[src/hw/rtl/ssobe_pkg.sv]
// ============================================================================
// ssobe_pkg
// Shared widths, constants, types and helpers of the stereo sub-octave bass
// enhancer.
// ============================================================================
package ssobe_pkg;

    // Field and state widths.
    localparam int SAMPLE_W  = 24;
    localparam int STATE_W   = 32;
    localparam int PAIR_W    = 2 * SAMPLE_W;
    localparam int ALIGN_W   = STATE_W - SAMPLE_W;
    localparam int CFG_W     = 25;
    localparam int CFG_IDX_W = 3;

    // Datapath widths of the shared multiplier and its accumulator.
    localparam int A_W    = 34;
    localparam int B_W    = 32;
    localparam int MUL_W  = A_W + B_W;
    localparam int PROD_W = 36;
    localparam int TMP_W  = 34;
    localparam int SUM_W  = 37;
    localparam int WIDE_W = 38;
    localparam int DC_W   = 23;

    // Sequencer: multiply steps per channel.
    localparam int STEP_W = 5;
    localparam int STEPS  = 23;

    // Q1.24 unity and two.
    localparam logic [CFG_W-1:0] ONE_Q24 = 25'h100_0000;
    localparam logic [CFG_W:0]   TWO_Q24 = 26'h200_0000;

    // floor(2*e/5) equals floor(e * DC_RECIP / 2^28) for every e up to unity.
    localparam logic [26:0] DC_RECIP = 27'd107374183;

    // Configuration register indexes.
    localparam logic [CFG_IDX_W-1:0] CFG_ROOT_GAIN   = 3'd0;
    localparam logic [CFG_IDX_W-1:0] CFG_SUB_GAIN    = 3'd1;
    localparam logic [CFG_IDX_W-1:0] CFG_FILTER_COEF = 3'd2;
    localparam logic [CFG_IDX_W-1:0] CFG_BASS_TRIM   = 3'd3;
    localparam logic [CFG_IDX_W-1:0] CFG_MIX         = 3'd4;

    // Sequencer states.
    typedef enum logic [1:0] {
        ST_IDLE = 2'b01,
        ST_RUN  = 2'b10
    } state_t;

    // Multiplier operand A sources.
    typedef enum logic [2:0] {
        A_ENV,
        A_ABSENV,
        A_X,
        A_E,
        A_TMP,
        A_ACC,
        A_S1,
        A_S2
    } a_sel_t;

    // Multiplier operand B sources.
    typedef enum logic [3:0] {
        B_OME,
        B_E,
        B_DCM,
        B_SG,
        B_RG,
        B_ACC,
        B_BT,
        B_DRY,
        B_WET
    } b_sel_t;

    // Right shift applied to the product.
    typedef enum logic [1:0] {
        SH23,
        SH24,
        SH28,
        SH31
    } sh_sel_t;

    // Operation on the registered product.
    typedef enum logic [3:0] {
        POST_NONE,
        POST_SUM_LOAD,
        POST_SUM_SGN,
        POST_ENV,
        POST_DC,
        POST_TMP_SUMADD,
        POST_TMP_LOAD,
        POST_ACC_INT,
        POST_ACC_SUB,
        POST_ACC_DC,
        POST_S1,
        POST_S2,
        POST_OUT
    } post_t;

    // Micro-operation of one sequencer step.
    typedef struct packed {
        a_sel_t  a_sel;
        b_sel_t  b_sel;
        sh_sel_t sh;
        post_t   post;
    } ctl_t;

    // Saturate a wide signed value to the state format.
    function automatic logic signed [STATE_W-1:0] sat_state(
        input logic signed [WIDE_W-1:0] v
    );
        logic [WIDE_W-STATE_W:0] top;
        top = v[WIDE_W-1:STATE_W-1];
        if ((top == '0) || (top == '1)) begin
            return v[STATE_W-1:0];
        end
        else if (v[WIDE_W-1]) begin
            return {1'b1, {(STATE_W-1){1'b0}}};
        end
        else begin
            return {1'b0, {(STATE_W-1){1'b1}}};
        end
    endfunction

endpackage

[src/hw/rtl/stereo_sub_octave_bass_enhancer.sv]
// ============================================================================
// stereo_sub_octave_bass_enhancer
// Per-channel sub-octave generator, soft-limited bass integrator, two-stage
// smoothing and dry/wet mix, computed on one shared multiplier.
// ============================================================================
// Sequence: each input transaction runs 23 multiply steps per channel, left
// then right, and leaves the result in the output register.
// Input: one stereo pair at a time, set by the single shared multiplier; a
// waiting result stalls only the final step.
// Reset: rst_n clears the sequencer, the output valid and all filter state,
// and loads the register reset values.
module stereo_sub_octave_bass_enhancer import ssobe_pkg::*;
(
    input  logic                 clk,
    input  logic                 rst_n,
    input  logic                 s_axis_tvalid,
    output logic                 s_axis_tready,
    input  logic [PAIR_W-1:0]    s_axis_tdata,   // left_sample, right_sample
    output logic                 m_axis_tvalid,
    input  logic                 m_axis_tready,
    output logic [PAIR_W-1:0]    m_axis_tdata,   // left_out, right_out
    input  logic                 cfg_valid,
    output logic                 cfg_ready,
    input  logic [CFG_IDX_W-1:0] cfg_index,
    input  logic [CFG_W-1:0]     cfg_data
);

    // ------------------------------------------------------------------
    // Configuration registers, all but the bass trim stored already limited to unity
    // ------------------------------------------------------------------
    logic [CFG_W-1:0] rg_reg, sg_reg, e_reg, ome_reg, bt_reg, wet_reg, dry_reg;
    logic [CFG_W-1:0] cap_v, ome_cfg, wet_cfg, dry_cfg;
    logic [CFG_W:0]   mix2, dry_full;
    logic             cfg_write;

    // Register writes wait while a pair is in the multiply sequence.
    assign cfg_ready = s_axis_tready;
    assign cfg_write = cfg_valid && cfg_ready;

    always_comb
    begin
        cap_v    = (cfg_data > ONE_Q24) ? ONE_Q24 : cfg_data;
        ome_cfg  = ONE_Q24 - cap_v;
        mix2     = {cap_v, 1'b0};
        dry_full = TWO_Q24 - mix2;
        wet_cfg  = (mix2 > {1'b0, ONE_Q24}) ? ONE_Q24 : mix2[CFG_W-1:0];
        dry_cfg  = (dry_full > {1'b0, ONE_Q24}) ? ONE_Q24 : dry_full[CFG_W-1:0];
    end

    always_ff @(posedge clk or negedge rst_n)
    begin
        if (!rst_n)
        begin
            rg_reg  <= ONE_Q24;
            sg_reg  <= '0;
            e_reg   <= ONE_Q24 >> 1;
            ome_reg <= ONE_Q24 >> 1;
            bt_reg  <= ONE_Q24 >> 1;
            wet_reg <= ONE_Q24;
            dry_reg <= '0;
        end
        else if (cfg_write)
        begin
            case (cfg_index)
                CFG_ROOT_GAIN:   rg_reg <= cap_v;
                CFG_SUB_GAIN:    sg_reg <= cap_v;
                CFG_FILTER_COEF:
                begin
                    e_reg   <= cap_v;
                    ome_reg <= ome_cfg;
                end
                CFG_BASS_TRIM:   bt_reg <= cfg_data;
                CFG_MIX:
                begin
                    wet_reg <= wet_cfg;
                    dry_reg <= dry_cfg;
                end
                default: ;
            endcase
        end
    end

    // ------------------------------------------------------------------
    // Sequencer state
    // ------------------------------------------------------------------
    state_t              state_reg;
    logic [STEP_W-1:0]   step_reg;
    logic                ch_reg;
    logic                m_valid_reg;
    logic                last_step, final_step, adv, accept;
    ctl_t                ctl;

    assign s_axis_tready = (state_reg == ST_IDLE);
    assign accept        = s_axis_tvalid && s_axis_tready;
    assign last_step     = (step_reg == STEP_W'(STEPS - 1));
    assign final_step    = last_step && ch_reg;
    // The final step waits while the previous result is still held.
    assign adv = (state_reg == ST_RUN) &&
                 !(final_step && m_valid_reg && !m_axis_tready);

    always_ff @(posedge clk or negedge rst_n)
    begin
        if (!rst_n)
        begin
            state_reg <= ST_IDLE;
            step_reg  <= '0;
            ch_reg    <= 1'b0;
        end
        else
        begin
            case (state_reg)
                ST_IDLE:
                begin
                    if (accept)
                    begin
                        state_reg <= ST_RUN;
                        step_reg  <= '0;
                        ch_reg    <= 1'b0;
                    end
                end
                ST_RUN:
                begin
                    if (adv)
                    begin
                        if (last_step)
                        begin
                            step_reg <= '0;
                            ch_reg   <= 1'b1;
                            if (ch_reg)
                            begin
                                state_reg <= ST_IDLE;
                            end
                        end
                        else
                        begin
                            step_reg <= step_reg + 1'b1;
                        end
                    end
                end
                default: state_reg <= ST_IDLE;
            endcase
        end
    end

    // ------------------------------------------------------------------
    // Step decode: operands, shift and the operation on the last product
    // ------------------------------------------------------------------
    always_comb
    begin
        ctl = '{a_sel: A_X, b_sel: B_E, sh: SH24, post: POST_NONE};
        case (step_reg)
            // Envelope low-pass.
            5'd0:  ctl = '{a_sel: A_ENV,    b_sel: B_OME, sh: SH24, post: POST_NONE};
            5'd1:  ctl = '{a_sel: A_X,      b_sel: B_E,   sh: SH24, post: POST_SUM_LOAD};
            5'd2:  ctl = '{a_sel: A_E,      b_sel: B_DCM, sh: SH28, post: POST_ENV};
            // Sub-octave term plus root term.
            5'd3:  ctl = '{a_sel: A_ABSENV, b_sel: B_SG,  sh: SH24, post: POST_DC};
            5'd4:  ctl = '{a_sel: A_X,      b_sel: B_RG,  sh: SH24, post: POST_SUM_SGN};
            5'd5:  ctl = '{a_sel: A_X,      b_sel: B_E,   sh: SH24, post: POST_TMP_SUMADD};
            // Integrator and cubic limiter.
            5'd6:  ctl = '{a_sel: A_TMP,    b_sel: B_E,   sh: SH24, post: POST_NONE};
            5'd7:  ctl = '{a_sel: A_X,      b_sel: B_E,   sh: SH24, post: POST_ACC_INT};
            5'd8:  ctl = '{a_sel: A_ACC,    b_sel: B_ACC, sh: SH31, post: POST_NONE};
            5'd9:  ctl = '{a_sel: A_X,      b_sel: B_E,   sh: SH24, post: POST_TMP_LOAD};
            5'd10: ctl = '{a_sel: A_TMP,    b_sel: B_ACC, sh: SH31, post: POST_NONE};
            5'd11: ctl = '{a_sel: A_X,      b_sel: B_E,   sh: SH24, post: POST_TMP_LOAD};
            5'd12: ctl = '{a_sel: A_TMP,    b_sel: B_E,   sh: SH24, post: POST_NONE};
            5'd13: ctl = '{a_sel: A_X,      b_sel: B_E,   sh: SH24, post: POST_ACC_SUB};
            5'd14: ctl = '{a_sel: A_X,      b_sel: B_E,   sh: SH24, post: POST_ACC_DC};
            // Trim and two smoothing stages.
            5'd15: ctl = '{a_sel: A_ACC,    b_sel: B_BT,  sh: SH23, post: POST_NONE};
            5'd16: ctl = '{a_sel: A_S1,     b_sel: B_OME, sh: SH24, post: POST_TMP_LOAD};
            5'd17: ctl = '{a_sel: A_TMP,    b_sel: B_E,   sh: SH24, post: POST_SUM_LOAD};
            5'd18: ctl = '{a_sel: A_S2,     b_sel: B_OME, sh: SH24, post: POST_S1};
            5'd19: ctl = '{a_sel: A_S1,     b_sel: B_E,   sh: SH24, post: POST_SUM_LOAD};
            // Dry/wet mix.
            5'd20: ctl = '{a_sel: A_X,      b_sel: B_DRY, sh: SH24, post: POST_S2};
            5'd21: ctl = '{a_sel: A_S2,     b_sel: B_WET, sh: SH24, post: POST_SUM_LOAD};
            5'd22: ctl = '{a_sel: A_X,      b_sel: B_E,   sh: SH24, post: POST_OUT};
            default: ;
        endcase
    end

    // ------------------------------------------------------------------
    // Per-channel state and working registers
    // ------------------------------------------------------------------
    logic                       was_neg_reg [2];
    logic                       flip_reg    [2];
    logic signed [STATE_W-1:0]  env_reg     [2];
    logic signed [STATE_W-1:0]  integ_reg   [2];
    logic signed [STATE_W-1:0]  s1_reg      [2];
    logic signed [STATE_W-1:0]  s2_reg      [2];
    logic signed [SAMPLE_W-1:0] samp_reg    [2];

    logic signed [PROD_W-1:0]   p_reg;
    logic signed [SUM_W-1:0]    sum_reg;
    logic signed [TMP_W-1:0]    tmp_reg;
    logic signed [STATE_W-1:0]  acc_reg;
    logic [DC_W-1:0]            dc_reg;
    logic [SAMPLE_W-1:0]        left_res_reg;
    logic [PAIR_W-1:0]          m_data_reg;

    // Current channel views.
    logic signed [STATE_W-1:0]  x_cur, env_cur, integ_cur, s1_cur, s2_cur, abs_env;
    logic                       x_pos;

    assign x_cur     = {samp_reg[ch_reg], {ALIGN_W{1'b0}}};
    assign env_cur   = env_reg[ch_reg];
    assign integ_cur = integ_reg[ch_reg];
    assign s1_cur    = s1_reg[ch_reg];
    assign s2_cur    = s2_reg[ch_reg];
    assign x_pos     = !x_cur[STATE_W-1] && (x_cur != '0);

    // Rectified envelope, the most negative value clamped to the maximum.
    always_comb
    begin
        if (!env_cur[STATE_W-1])
        begin
            abs_env = env_cur;
        end
        else if (env_cur == {1'b1, {(STATE_W-1){1'b0}}})
        begin
            abs_env = {1'b0, {(STATE_W-1){1'b1}}};
        end
        else
        begin
            abs_env = -env_cur;
        end
    end

    // ------------------------------------------------------------------
    // Shared multiplier with operand selection and output shift
    // ------------------------------------------------------------------
    logic signed [A_W-1:0]    a_op;
    logic signed [B_W-1:0]    b_op;
    logic signed [MUL_W-1:0]  prod, prod_sh;
    logic signed [PROD_W-1:0] p_next;

    always_comb
    begin
        case (ctl.a_sel)
            A_ENV:    a_op = {{(A_W-STATE_W){env_cur[STATE_W-1]}}, env_cur};
            A_ABSENV: a_op = {{(A_W-STATE_W){1'b0}}, abs_env};
            A_X:      a_op = {{(A_W-STATE_W){x_cur[STATE_W-1]}}, x_cur};
            A_E:      a_op = {{(A_W-CFG_W){1'b0}}, e_reg};
            A_TMP:    a_op = tmp_reg;
            A_ACC:    a_op = {{(A_W-STATE_W){acc_reg[STATE_W-1]}}, acc_reg};
            A_S1:     a_op = {{(A_W-STATE_W){s1_cur[STATE_W-1]}}, s1_cur};
            A_S2:     a_op = {{(A_W-STATE_W){s2_cur[STATE_W-1]}}, s2_cur};
            default:  a_op = '0;
        endcase

        case (ctl.b_sel)
            B_OME:   b_op = {{(B_W-CFG_W){1'b0}}, ome_reg};
            B_E:     b_op = {{(B_W-CFG_W){1'b0}}, e_reg};
            B_DCM:   b_op = {{(B_W-27){1'b0}}, DC_RECIP};
            B_SG:    b_op = {{(B_W-CFG_W){1'b0}}, sg_reg};
            B_RG:    b_op = {{(B_W-CFG_W){1'b0}}, rg_reg};
            B_ACC:   b_op = acc_reg;
            B_BT:    b_op = {{(B_W-CFG_W){1'b0}}, bt_reg};
            B_DRY:   b_op = {{(B_W-CFG_W){1'b0}}, dry_reg};
            B_WET:   b_op = {{(B_W-CFG_W){1'b0}}, wet_reg};
            default: b_op = '0;
        endcase

        prod = a_op * b_op;

        case (ctl.sh)
            SH23:    prod_sh = prod >>> 23;
            SH24:    prod_sh = prod >>> 24;
            SH28:    prod_sh = prod >>> 28;
            SH31:    prod_sh = prod >>> 31;
            default: prod_sh = prod;
        endcase

        p_next = prod_sh[PROD_W-1:0];
    end

    // ------------------------------------------------------------------
    // Adders on the registered product
    // ------------------------------------------------------------------
    logic signed [WIDE_W-1:0] p_wide, sum_p, integ_p, acc_sub, acc_dc;
    logic signed [STATE_W-1:0] sum_sat, integ_sat, acc_sub_sat, acc_dc_sat;
    logic signed [SUM_W-1:0]  p_sum;
    logic                     acc_pos;

    always_comb
    begin
        p_wide  = {{(WIDE_W-PROD_W){p_reg[PROD_W-1]}}, p_reg};
        p_sum   = {p_reg[PROD_W-1], p_reg};
        sum_p   = {sum_reg[SUM_W-1], sum_reg} + p_wide;
        integ_p = {{(WIDE_W-STATE_W){integ_cur[STATE_W-1]}}, integ_cur} + p_wide;
        acc_sub = {{(WIDE_W-STATE_W){acc_reg[STATE_W-1]}}, acc_reg} - p_wide;
        acc_pos = !acc_reg[STATE_W-1] && (acc_reg != '0);
        if (acc_pos)
        begin
            acc_dc = {{(WIDE_W-STATE_W){acc_reg[STATE_W-1]}}, acc_reg} -
                     {{(WIDE_W-DC_W){1'b0}}, dc_reg};
        end
        else
        begin
            acc_dc = {{(WIDE_W-STATE_W){acc_reg[STATE_W-1]}}, acc_reg} +
                     {{(WIDE_W-DC_W){1'b0}}, dc_reg};
        end
        sum_sat     = sat_state(sum_p);
        integ_sat   = sat_state(integ_p);
        acc_sub_sat = sat_state(acc_sub);
        acc_dc_sat  = sat_state(acc_dc);
    end

    // Working registers carry no reset.
    always_ff @(posedge clk)
    begin
        if (accept)
        begin
            samp_reg[0] <= s_axis_tdata[SAMPLE_W-1:0];
            samp_reg[1] <= s_axis_tdata[PAIR_W-1:SAMPLE_W];
        end

        if (adv)
        begin
            p_reg <= p_next;
            case (ctl.post)
                POST_SUM_LOAD:   sum_reg <= p_sum;
                POST_SUM_SGN:    sum_reg <= flip_reg[ch_reg] ? p_sum : -p_sum;
                POST_DC:         dc_reg  <= p_reg[DC_W-1:0];
                POST_TMP_SUMADD: tmp_reg <= sum_p[TMP_W-1:0];
                POST_TMP_LOAD:   tmp_reg <= p_reg[TMP_W-1:0];
                POST_ACC_INT:    acc_reg <= integ_sat;
                POST_ACC_SUB:    acc_reg <= acc_sub_sat;
                POST_ACC_DC:     acc_reg <= acc_dc_sat;
                POST_OUT:
                begin
                    if (ch_reg)
                    begin
                        m_data_reg <= {sum_sat[STATE_W-1:ALIGN_W], left_res_reg};
                    end
                    else
                    begin
                        left_res_reg <= sum_sat[STATE_W-1:ALIGN_W];
                    end
                end
                default: ;
            endcase
        end
    end

    // Filter state, cleared by reset.
    always_ff @(posedge clk or negedge rst_n)
    begin
        if (!rst_n)
        begin
            for (int i = 0; i < 2; i++)
            begin
                was_neg_reg[i] <= 1'b0;
                flip_reg[i]    <= 1'b0;
                env_reg[i]     <= '0;
                integ_reg[i]   <= '0;
                s1_reg[i]      <= '0;
                s2_reg[i]      <= '0;
            end
        end
        else if (adv)
        begin
            case (ctl.post)
                POST_ENV:
                begin
                    env_reg[ch_reg] <= sum_sat;
                    // A rising zero crossing toggles the sub-octave flip-flop.
                    if (x_pos)
                    begin
                        if (was_neg_reg[ch_reg])
                        begin
                            flip_reg[ch_reg] <= !flip_reg[ch_reg];
                        end
                        was_neg_reg[ch_reg] <= 1'b0;
                    end
                    else
                    begin
                        was_neg_reg[ch_reg] <= 1'b1;
                    end
                end
                POST_ACC_DC: integ_reg[ch_reg] <= acc_dc_sat;
                POST_S1:     s1_reg[ch_reg]    <= sum_sat;
                POST_S2:     s2_reg[ch_reg]    <= sum_sat;
                default: ;
            endcase
        end
    end

    // ------------------------------------------------------------------
    // Output register
    // ------------------------------------------------------------------
    always_ff @(posedge clk or negedge rst_n)
    begin
        if (!rst_n)
        begin
            m_valid_reg <= 1'b0;
        end
        else if (adv && final_step)
        begin
            m_valid_reg <= 1'b1;
        end
        else if (m_axis_tready)
        begin
            m_valid_reg <= 1'b0;
        end
    end

    assign m_axis_tvalid = m_valid_reg;
    assign m_axis_tdata  = m_data_reg;

endmodule

[config.mk]
export PLATFORM = sky130hd
export DESIGN_NAME = stereo_sub_octave_bass_enhancer
export DESIGN_NICKNAME = d
export VERILOG_FILES = /design/src/hw/rtl/ssobe_pkg.sv /design/src/hw/rtl/stereo_sub_octave_bass_enhancer.sv
export SDC_FILE = /design/constraint.sdc
export NUM_CORES = 2
export LEC_CHECK = 0
export BUFFER_PORTS_ARGS = -buffer_cell sky130_fd_sc_hd__buf_2
export CORE_MARGIN = 4
export CORE_UTILIZATION = 65
export DETAILED_ROUTE_END_ITERATION = 16
export HOLD_SLACK_MARGIN = 0.05
export MAX_ROUTING_LAYER = met4
export PLACE_DENSITY = 0.79
export SYNTH_ARGS = -nofsm -noshare
export SYNTH_HDL_FRONTEND = slang
export SYNTH_SLANG_ARGS = --single-unit
[constraint.sdc]
create_clock -name clk -period 13.45 [get_ports clk]
set_clock_uncertainty 0.1 [all_clocks]
set_input_delay 2.0175 -clock clk [delete_from_list [all_inputs] [get_ports clk]]
set_output_delay 2.0175 -clock clk [all_outputs]
set_load 0.05 [all_outputs]
==> impl_metrics.xml <==
<?xml version="1.0" encoding="UTF-8"?>
<metrics>
  <group name="synthesis">
    <metric name="cell_with_the_most_instances_after_synthesis" unit="">sky130_fd_sc_hd__inv_1</metric>
    <metric name="syn_area" unit="um2">80000</metric>
    <metric name="yosys_register_bits" unit="">723</metric>
    <metric name="synth_edf_count" unit="">282</metric>
    <metric name="synth.area.top_cells" unit="">sky130_fd_sc_hd__fa_1 29%, sky130_fd_sc_hd__dfrtp_1 14%, sky130_fd_sc_hd__edfxtp_1 11%</metric>
    <metric name="synth_top_cell_area_share" unit="">0.287</metric>
    <metric name="netlist_instances" unit="">8613</metric>
    <metric name="synthDistinctLibCells" unit="">110</metric>
    <metric name="synth_flop_cell" unit="">sky130_fd_sc_hd__dfrtp_1</metric>
    <metric name="synthesis.area_per_instance" unit="um2">9.29</metric>
    <metric name="synth_largest_area_cell" unit="">sky130_fd_sc_hd__fa_1</metric>
    <metric name="synth_fp_nets" unit="">10200</metric>
    <metric name="synth-seq-area-share" unit="">0.244</metric>
    <metric name="synth_top_cells_by_count" unit="">1233 x sky130_fd_sc_hd__inv_1, 1145 x sky130_fd_sc_hd__fa_1, 939 x sky130_fd_sc_hd__nand2_1, 930 x sky130_fd_sc_hd__nor2_1, 437 x sky130_fd_sc_hd__o21ai_0</metric>
    <metric name="yosys_warnings" unit="">0</metric>
    <metric name="synthArstFlopShare" unit="">0.610</metric>
  </group>
  <group name="clocking">
    <metric name="clock_tree.htree_level_count" unit="">3</metric>
    <metric name="cts-resized-gates" unit="">0</metric>
    <metric name="reg_clk_slew_reported_paths" unit="ns">0.07</metric>
    <metric name="cts_hold_repair.buffers" unit="">0</metric>
    <metric name="cts_tree" unit="">done</metric>
    <metric name="post_cts_buffers" unit="">0</metric>
    <metric name="cts_inserted_buffers" unit="">73</metric>
    <metric name="ctsLongestPathBuffers" unit="">3</metric>
    <metric name="cts_root_buffer" unit="">sky130_fd_sc_hd__clkbuf_16</metric>
    <metric name="cts_sinks" unit="">723</metric>
    <metric name="worstSkewPairLatency" unit="ns">0.68</metric>
  </group>
  <group name="floorplan">
    <metric name="floorplan.initialDensity" unit="">0.655</metric>
    <metric name="die_h" unit="um">359</metric>
    <metric name="boundaryPins" unit="">132</metric>
    <metric name="rows" unit="">128</metric>
    <metric name="floorplan.core_area" unit="um2">122000</metric>
    <metric name="die_area" unit="um2">129000</metric>
    <metric name="die_w" unit="um">359</metric>
  </group>
  <group name="setup_path">
    <metric name="slowest_stage" unit="">sky130_fd_sc_hd__or4_2</metric>
    <metric name="r2r_end" unit="">p_reg[35]$_DFFE_PP_</metric>
    <metric name="cp_data_required_time" unit="ns">13.86</metric>
    <metric name="setup.worst_path.class" unit="">flip-flop to flip-flop</metric>
    <metric name="worst-r2r-cell-count" unit="">40</metric>
    <metric name="path_common_cell" unit="">sky130_fd_sc_hd__fa_1</metric>
    <metric name="r2r_slack" unit="ns">0.50</metric>
    <metric name="crit_path_to" unit="">p_reg[35]$_DFFE_PP_</metric>
    <metric name="endpoint_kind" unit="">flip-flop</metric>
    <metric name="r2r_start" unit="">step_reg[0]$_DFFE_PN0P_</metric>
    <metric name="cpLargestDelayFamily" unit="">adder cells</metric>
    <metric name="cpPeakStageDelay" unit="ns">0.92</metric>
    <metric name="crit_path_start_kind" unit="">flip-flop</metric>
    <metric name="worstSetupPathDepth" unit="">40</metric>
    <metric name="timing.critical_path.arrival" unit="ns">13.37</metric>
    <metric name="worst-path-buf-inv" unit="">5</metric>
    <metric name="critPathMaxFanout" unit="">18</metric>
    <metric name="worstSetupStartpoint" unit="">step_reg[0]$_DFFE_PN0P_</metric>
  </group>
  <group name="sta">
    <metric name="timing.setup.tns" unit="ns">0</metric>
    <metric name="slew_violations" unit="">0</metric>
    <metric name="final.hold.worst_slack" unit="ns">0.319</metric>
    <metric name="tightest_slew" unit="ns">1.32</metric>
    <metric name="timing_hold_violations_final" unit="">0</metric>
    <metric name="finalCriticalPeriod" unit="ns">12.95</metric>
    <metric name="finalSetupViolCount" unit="">0</metric>
    <metric name="period_utilisation_layout" unit="">0.963</metric>
    <metric name="timing.max_slew.rel_slack" unit="">0.120</metric>
    <metric name="grt_setup_unrepaired" unit="">no</metric>
    <metric name="achievable-frequency" unit="MHz">77.2</metric>
  </group>
  <group name="global_routing">
    <metric name="overflow" unit="">0</metric>
    <metric name="grt_max_degree" unit="">159</metric>
    <metric name="grt_first_pass_wirelength" unit="mm">429</metric>
    <metric name="first_global_vias" unit="">68200</metric>
    <metric name="number_of_antenna_violations_at_the_first_check_in_global_routing" unit="">28</metric>
    <metric name="groute.usage.overall" unit="">0.456</metric>
  </group>
  <group name="cells_and_area">
    <metric name="area_growth_syn_to_layout" unit="%">7.40</metric>
    <metric name="stdcell_count" unit="">10300</metric>
    <metric name="utilization" unit="">0.704</metric>
    <metric name="final_nets" unit="">10200</metric>
    <metric name="final_layout_size_suffix_gt1_frac" unit="">0.0886</metric>
  </group>
  <group name="status">
    <metric name="status" unit="">completed</metric>
  </group>
  <group name="job">
    <metric name="cap_viol_max_count" unit="">0</metric>
  </group>
  <group name="drt">
    <metric name="wl_per_cell" unit="um">27.6</metric>
    <metric name="via_count" unit="">67200</metric>
    <metric name="detail_route.drc_violations" unit="">0</metric>
    <metric name="final_antenna_net_count" unit="">0</metric>
    <metric name="first_pass_iters" unit="">8</metric>
    <metric name="detail_route.iter0.violations" unit="">8686</metric>
    <metric name="detail_route.vias_per_cell" unit="">6.51</metric>
    <metric name="routed_wirelength" unit="mm">285</metric>
  </group>
  <group name="placement">
    <metric name="dp_hpwl" unit="mm">220</metric>
    <metric name="place_inst" unit="">10200</metric>
    <metric name="place_congestion" unit="">1.04</metric>
    <metric name="placement.io_buffers" unit="">131</metric>
  </group>
  <group name="min_path">
    <metric name="worstHoldPathType" unit="">flip-flop to flip-flop</metric>
  </group>
</metrics>
## per-stage QoR
step | instance area, um2 | setup WS [ns]
final | 85900 | 0.496
after global routing | 85900 | 0.110
after CTS | 85800 | 0.784
after detailed placement | 83400 | 0.803
after global placement | 83400 | 1.01
after floorplan | 80000 | 1.85
## final cells by class
| type | count | area [um2] |
|---|---|---|
| multi-input combinational | 6189 | 54500 |
| fill | 9312 | 36100 |
| sequential | 723 | 19500 |
| inverter | 1235 | 4640 |
| antenna | 24 | 60.1 |
| clock inverter | 34 | 383 |
| clock buffer | 101 | 2060 |
| timing repair buffer | 390 | 2690 |
| tap | 1625 | 2030 |
## metal layers
metal	up-vias	part of all wire	global-route usage
li1	28200	-	-
met1	33400	0.37	0.590
met2	4632	0.43	0.644
met3	1029	0.13	0.148
met4	0	0.070	0.245
met5	-	0	-
## worst min-delay path by stage
stage	from	end	cells after the start
after floorplan	left_res_reg[0]$_DFFE_PP_	m_axis_tdata[0]$_DFFE_PP_	0
after global placement	left_res_reg[0]$_DFFE_PP_	m_axis_tdata[0]$_DFFE_PP_	0
after detailed placement	left_res_reg[19]$_DFFE_PP_	m_axis_tdata[19]$_DFFE_PP_	0
after CTS	left_res_reg[15]$_DFFE_PP_	m_axis_tdata[15]$_DFFE_PP_	0
after global routing	left_res_reg[2]$_DFFE_PP_	m_axis_tdata[2]$_DFFE_PP_	0
final	left_res_reg[15]$_DFFE_PP_	m_axis_tdata[15]$_DFFE_PP_	0
## cells in the final DEF (no fill, tap or decap), drive strengths merged, types with 54 or more instances in the layout
master     n
inv     1242
fa      1145
nand2    940
nor2     931
o21ai    473
dfrtp    435
buf      390
a21oi    351
ha       334
edfxtp   282
nand2b   263
o211ai   168
xnor2    145
a21o     131
xor2     109
clkbuf   101
nor3      92
mux2i     90
mux2      89
nand3     82
nor2b     58
a31oi     56
o21bai    54
## logic make-up after synthesis
group                    share of synthesized area
AND/OR/NAND/NOR                              0.150
adder cells (fa/ha/maj)                      0.340
flip-flops                                   0.244
multiplexers                                0.0294
buffers and inverters                       0.0812
XOR/XNOR                                    0.0279
AO/OA/AOI/OAI                                0.128
Power is left out: the tool's default activity adds up to more than one toggle a clock period on the data nets, which glitch-free logic cannot reach.
